**src/rtl/led_pkg.sv**
```systemverilog
// Shared types and codes for the Levenshtein edit distance block.
// Used by led_cell, levenshtein_edit_distance and led_checker.
package led_pkg;

  localparam int SYM_W  = 8;
  localparam int DIST_W = 9;
  localparam int OP_W   = 2;
  localparam int DIST_MAX = 511;

  typedef enum logic [OP_W-1:0] {
    OP_APPEND = 2'd0,
    OP_FEED   = 2'd1,
    OP_FINISH = 2'd2,
    OP_NOP    = 2'd3
  } op_t;

  typedef enum logic [1:0] {
    TOK_NONE   = 2'd0,
    TOK_FEED   = 2'd1,
    TOK_FINISH = 2'd2
  } tok_kind_t;

  typedef struct packed {
    tok_kind_t        kind;
    logic [SYM_W-1:0] sym;
  } tok_ctl_t;

  typedef struct packed {
    logic             en;
    logic [SYM_W-1:0] sym;
  } load_t;

endpackage

```
**src/rtl/led_cell.sv**
```systemverilog
// One cell of the edit distance array: holds one byte of the first string
// and its table entry. Depends on led_pkg.
module led_cell #(
  parameter int MAX_LEN = 256,
  parameter int IDX     = 0
) (
  input  logic                                         clk,
  input  logic                                         rst_n,
  input  led_pkg::load_t                               load_i,
  input  logic [((MAX_LEN > 1) ? $clog2(MAX_LEN) : 1)-1:0] load_idx_i,
  input  led_pkg::tok_ctl_t                            ctl_i,
  input  logic [$clog2(MAX_LEN+1)-1:0]                 left_i,
  input  logic [$clog2(MAX_LEN+1)-1:0]                 diag_i,
  output led_pkg::tok_ctl_t                            ctl_o,
  output logic [$clog2(MAX_LEN+1)-1:0]                 left_o,
  output logic [$clog2(MAX_LEN+1)-1:0]                 diag_o
);

  localparam int DW = $clog2(MAX_LEN + 1);
  localparam int IW = (MAX_LEN > 1) ? $clog2(MAX_LEN) : 1;
  localparam logic [DW-1:0] POS = DW'(IDX + 1);
  localparam logic [IW-1:0] MY_IDX = IW'(IDX);

  logic                        valid_r, valid_nxt;
  logic [led_pkg::SYM_W-1:0]   pat_r, pat_nxt;
  logic [DW-1:0]               val_r, val_nxt;
  led_pkg::tok_ctl_t           ctl_r;
  logic [DW-1:0]               left_r, left_nxt;
  logic [DW-1:0]               diag_r, diag_nxt;

  logic          hit, is_feed, is_fin;
  logic [DW:0]   up_c, left_c, sub_c, min_a, min_b;
  logic [DW-1:0] cand;

  always_comb begin
    hit     = load_i.en && (load_idx_i == MY_IDX);
    is_feed = (ctl_i.kind == led_pkg::TOK_FEED);
    is_fin  = (ctl_i.kind == led_pkg::TOK_FINISH);
    up_c    = {1'b0, val_r} + (DW+1)'(1);
    left_c  = {1'b0, left_i} + (DW+1)'(1);
    sub_c   = {1'b0, diag_i} + (DW+1)'(pat_r != ctl_i.sym);
    min_a   = (up_c < left_c) ? up_c : left_c;
    min_b   = (min_a < sub_c) ? min_a : sub_c;
    cand    = min_b[DW-1:0];

    pat_nxt   = hit ? load_i.sym : pat_r;
    valid_nxt = valid_r;
    val_nxt   = val_r;
    priority if (hit) begin
      valid_nxt = 1'b1;
      val_nxt   = POS;
    end else if (is_fin) begin
      valid_nxt = 1'b0;
    end else if (is_feed && valid_r) begin
      val_nxt = cand;
    end

    if (valid_r) begin
      left_nxt = is_feed ? cand : val_r;
      diag_nxt = val_r;
    end else begin
      left_nxt = left_i;
      diag_nxt = diag_i;
    end
  end

  always_ff @(posedge clk) begin
    if (!rst_n) begin
      valid_r   <= 1'b0;
      ctl_r     <= '{kind: led_pkg::TOK_NONE, sym: '0};
    end else begin
      valid_r   <= valid_nxt;
      ctl_r     <= ctl_i;
    end
  end

  always_ff @(posedge clk) begin
    pat_r  <= pat_nxt;
    val_r  <= val_nxt;
    left_r <= left_nxt;
    diag_r <= diag_nxt;
  end

  assign ctl_o  = ctl_r;
  assign left_o = left_r;
  assign diag_o = diag_r;

endmodule

```
**config.mk**
```make
export PLATFORM = sky130hd
export DESIGN_NAME = led_cell
export DESIGN_NICKNAME = d
export VERILOG_FILES = /design/src/rtl/led_pkg.sv /design/src/rtl/led_cell.sv
export SDC_FILE = /design/constraint.sdc
export NUM_CORES = 1
export LEC_CHECK = 0
export BUFFER_PORTS_ARGS = -buffer_cell sky130_fd_sc_hd__buf_2
export CORE_ASPECT_RATIO = 0.75
export CORE_UTILIZATION = 35
export CTS_CLUSTER_DIAMETER = 150
export CTS_CLUSTER_SIZE = 8
export DETAILED_ROUTE_END_ITERATION = 8
export SYNTH_ARGS = -nofsm -noshare
export SYNTH_HDL_FRONTEND = slang
export SYNTH_SLANG_ARGS = --single-unit
```
**constraint.sdc**
```tcl
create_clock -name clk -period 10.74 [get_ports clk]
set_input_delay 2.148 -clock clk [delete_from_list [all_inputs] [get_ports clk]]
set_output_delay 2.148 -clock clk [all_outputs]
set_load 0.1 [all_outputs]
```
# Word level (Yosys, flattened, before mapping)
# Index checks and enable logic that the tools add are counted.
# W data, S select, Z words.
[op_classes]
n_reduce_logical = 5
eq_ne = 3
muxes = 7
n_addsub = 3
order_cmp = 2
n_bitwise = 1
[op_table]
columns = ["cell", "n"]
rows = [
  ["$mux W9", 4],
  ["$add A9 B1 Y10 const B", 2],
  ["$lt A10 B10 Y1", 2],
  ["$add A9 B1 Y10", 1],
  ["$mux W10", 1],
  ["$logic_not A8 Y1", 1],
  ["$ne A8 B8 Y1", 1],
  ["$eq A2 B1 Y1 const B", 1],
  ["$eq A2 B2 Y1 const B", 1],
  ["$logic_and A1 B1 Y1", 2],
  ["$mux W1", 2],
  ["$reduce_and A2 Y1", 1],
  ["$reduce_bool A2 Y1", 1],
  ["$not A1 Y1", 1],
]
[totals]
wordCells = 28
register_bits = 46
input_bits = 47
out_inout_bits = 28

# Logic depth before layout (Yosys ltp)
[depth]
ltp_word = 7
depth_mapped = 23
mapped_depth_nobuf = 20

# Worst setup path before layout
# OpenSTA, ideal clock, no wires.
[synth_timing]
kind = "input-to-reg"
startpoint = "in left_i[0]"
endpoint = "reg val_r[1]"
setup_ns = 0.150
required_ns = 10.590
arrival_time_ns = 6.021
setup_slack_ns = 4.569
stages = 20
path_cell_list = "ha_1 -> xnor2_1 -> ha_1 -> a21o_1 -> a31oi_1 -> a211oi_1 -> o2111a_1 -> a21oi_1 -> buf_2 -> mux2i_1 -> ha_1 -> a21o_1 -> a221oi_1 -> o21ba_2 -> nand2_1 -> a211oi_4 -> or3_1 -> buf_6 -> mux2i_1 -> o22ai_1"
[synth_between]
elab_chain_cells = 5
[synth_rtl]
columns = ["element", "line_no", "text"]
rows = [
  ["start: declaration", "led_cell.sv:12", "input logic [$clog2(MAX_LEN+1)-1:0] left_i,"],
  ["$add A9 B1 Y10 (*)", "led_cell.sv:40", "left_c = {1'b0, left_i} + (DW+1)'(1);"],
  ["$lt A10 B10 Y1", "led_cell.sv:42", "min_a = (up_c < left_c) ? up_c : left_c;"],
  ["$mux W10 (*)", "led_cell.sv:42", ""],
  ["$lt A10 B10 Y1", "led_cell.sv:43", "min_b = (min_a < sub_c) ? min_a : sub_c;"],
  ["$mux W9 (*)", "led_cell.sv:43", ""],
  ["end signal: assignment", "led_cell.sv:79", "val_r <= val_nxt;"],
  ["end: declaration", "led_cell.sv:26", "logic [DW-1:0] val_r, val_nxt;"],
]
# Mark *: on every way between the ends. The rest lies on a longest branch, timed or not.
# A chain may end at the register's enable or synchronous reset.

# Final worst setup path
# Same ends and word-level chain as after synthesis.

==> impl_metrics.yaml <==
yosys:
  dominantRegCellSynth: "dfxtp_1"
  synth_area_sq_um: 2764
  synth_nets: 362
  avgSynthCellArea_sq_um: 9.369
  async_reset_ff_frac: 0
  synth_edf_count: 8
  ys_seq_area_frac: 0.3622
  synthCells: 295
  ys_types: 49
  ys_seq_elements: 46
  ys_warn_count: 0
cts:
  cts_tree: "yes"
  cts_made_buffers: 5
  postCtsSetupRepairBufs: 0
  cts_root_buf: "clkbuf_8"
  cts.sinks: 46
  cts_buffer_depth: 2
  cts_resized: 0
  clkTransAtPathRegs_ns: 0.09
  hold_buffers: 0
  worstSkewPairLatency_ns: 0.29
  htree_levels: 2
pwr:
  ir_drop_uv: 82.12
  combPwrFrac: 0.330
  p_total_w: 0.0004672
  clkPwrFrac: 0.252
  p_int_w: 0.0002933
  power_density_nw_per_um2: 141.3
  p_seq_frac: 0.418
  p_switching_w: 0.0001739
  swShare: 0.3723
  cellLeakagePower_nw: 1.509
detailed_routing:
  wl_per_cell_um: 15.78
  drtPass1Iterations: 4
  routed_via_density: 5.185
  remaining_drc_errors: 0
  finalWirelength_mm: 7.355
  drt-initial-drc-count: 238
  ant_nets: 0
  vias: 2416
placement:
  hpwlAfterDp_mm: 5.973
  placed_cell_area_sq_um: 3199
  place_ws_ns: 3.275
  place.gp.congestion: 0.9667
  io_buffers: 74
die:
  die_area_sq_um: 8260
  fp.dieW_um: 104.6
  initial_core_util: 0.3685
  io-pin-count: 75
  rows: 27
  core-area_sq_um: 7500
  die_h_um: 78.96
grt:
  grt_use_met3: 0.05419
  antenna_found_initial: 0
  gr-max-usage-layer: "met1"
  grt_max_degree: 20
  grt_pass1_wl_mm: 11.96
  track_usage: 0.1864
  grt-ovfl-total: 0
  grt_pass1_vias: 2309
  grtUsageMet2: 0.2536
  grtUsageMet1: 0.2888
cells_and_area:
  antenna_cells: 0
  num-fill-cells: 738
  post-route-cell-area_sq_um: 3307
  drive_gt1_frac: 0.2822
  ff_latch_area_sq_um: 1001
  multiInputGateArea_sq_um: 1649
  syn_to_final_growth_pct: 19.65
  layout_common_cells: "74 x buf_2, 38 x dfxtp_1, 25 x a21oi_1, 24 x xor2_1, 20 x ha_1"
  layout_commonest_cell: "buf_2"
  nets: 431
critical_path:
  critical_path_required_ns: 10.89
  crit_path_start_kind: "input port"
  arrival_ns: 7.44
  crit_type: "in2reg"
  worst-path-max-fanout: 10
  endpoint_kind: "flop"
status:
  outcome: "complete, no violations"
min_path:
  hold_class: "reg2reg"
timing:
  fin_tns_setup_ns: 0
  hold_viol: 0
  finalCritPeriodShare: 0.6796
  hold_slack_ns: 0.5725
  finClkSkew_ns: 0.009779
  drv_slew: 0
  relSlewSlack: 0.3247
  rsz0062_at_grt: "false"
  worstMarginPinSlew_ns: 1.013
  setup_violations: 0
  fmax_mhz: 137.0
  setup_ws_ns: 3.441
  fin_crit_ns: 7.299
run:
  drv_cap: 0
[state kept, by name, summed over array words and instances (netlist names)]
name     count
ctl_o       10
diag_o       9
left_o       9
val_r        9
pat_r        8
valid_r      1
[power groups by stage]
stage	logic (W)	clock network [W]	registers, W
2_1_floorplan	0.0000754	0	0.000235
3_3_place_gp	0.000151	0	0.000199
3_5_place_dp	0.000152	0	0.000199
4_1_cts	0.000153	0.000120	0.000195
5_1_grt	0.000167	0.000129	0.000196
6_report	0.000154	0.000118	0.000195
[metal layers]
layer | vias to the layer above | share of wire | wire length, um
met3 | 6 | 0.087 | 637
met4 | 0 | 0.0027 | 20
met5 | - | 0 | 0
met2 | 102 | 0.39 | 2892
met1 | 1096 | 0.52 | 3804
li1 | 1212 | - | -
[cells in the mapped netlist, types with 4 or more instances]
library cell	count	area, sq um
dfxtp_1	38	760.7
a21oi_1	25	125.1
xor2_1	24	210.2
ha_1	20	250.2
nand2_1	16	60.06
inv_1	14	52.55
nand3_1	13	65.06
and3_1	12	75.07
and2_1	10	62.56
mux2_2	10	112.6
nor4_1	10	62.56
mux2i_1	9	90.09
o21ai_0	9	45.04
edfxtp_1	8	240.2
nor2_1	7	26.28
nor3_1	7	35.03
o22ai_1	7	43.79
clkbuf_1	5	18.77
xnor2_1	5	43.79
buf_2	4	20.02
nand4_1	4	25.02
[worst paths after layout]
| check | to | cells past startpoint | slack, ns | from |
|---|---|---|---|---|
| worst max-delay path | val_r[1] | 19 | 3.44 | left_i[0] |
| worst max register to register | val_r[1] | 19 | 4.66 | val_r[0] |
| worst min-delay path | val_r[8] | 2 | 0.57 | val_r[8] |
| worst min register to register | val_r[8] | 2 | 0.57 | val_r[8] |
[cell families after synthesis]
family | synth area share
flip-flops | 0.3622
buffers and inverters | 0.04120
AO/OA/AOI/OAI | 0.1480
XOR/XNOR | 0.1037
AND/OR/NAND/NOR | 0.1811
multiplexers | 0.07334
adder cells (fa/ha/maj) | 0.09054
[metrics by stage]
| step | std cells | utilization |
|---|---|---|
| after floorplan | 295 | - |
| after global placement | 458 | 0.4266 |
| after detailed placement | 458 | 0.4266 |
| after CTS | 466 | 0.4409 |
| after global routing | 466 | 0.4409 |
| final | 466 | 0.4409 |
[critical path, stage by stage]
cell      delay, ns
buf_2          0.17
ha_1           0.28
xnor2_1        0.22
ha_1           0.28
a21o_1         0.18
a31oi_1        0.19
a211oi_1       0.11
o2111a_1       0.32
a21oi_1        0.80
mux2i_1        0.44
ha_1           0.32
and3_1         0.21
a221oi_1       0.28
o21ba_2        0.22
nand2_1        0.10
a211oi_4       0.37
or3_1          0.34
mux2i_1        0.33
o22ai_1        0.13
[final cells by class]
class,count,share of cell area
clock buffer,6,0.02838
tap,101,0.03821
timing repair buffer,74,0.1120
inverter,14,0.01589
clock inverter,2,0.004162
multi-input combinational,223,0.4987
sequential,46,0.3027
No activity file was read; power rests on OpenSTA's default activity.
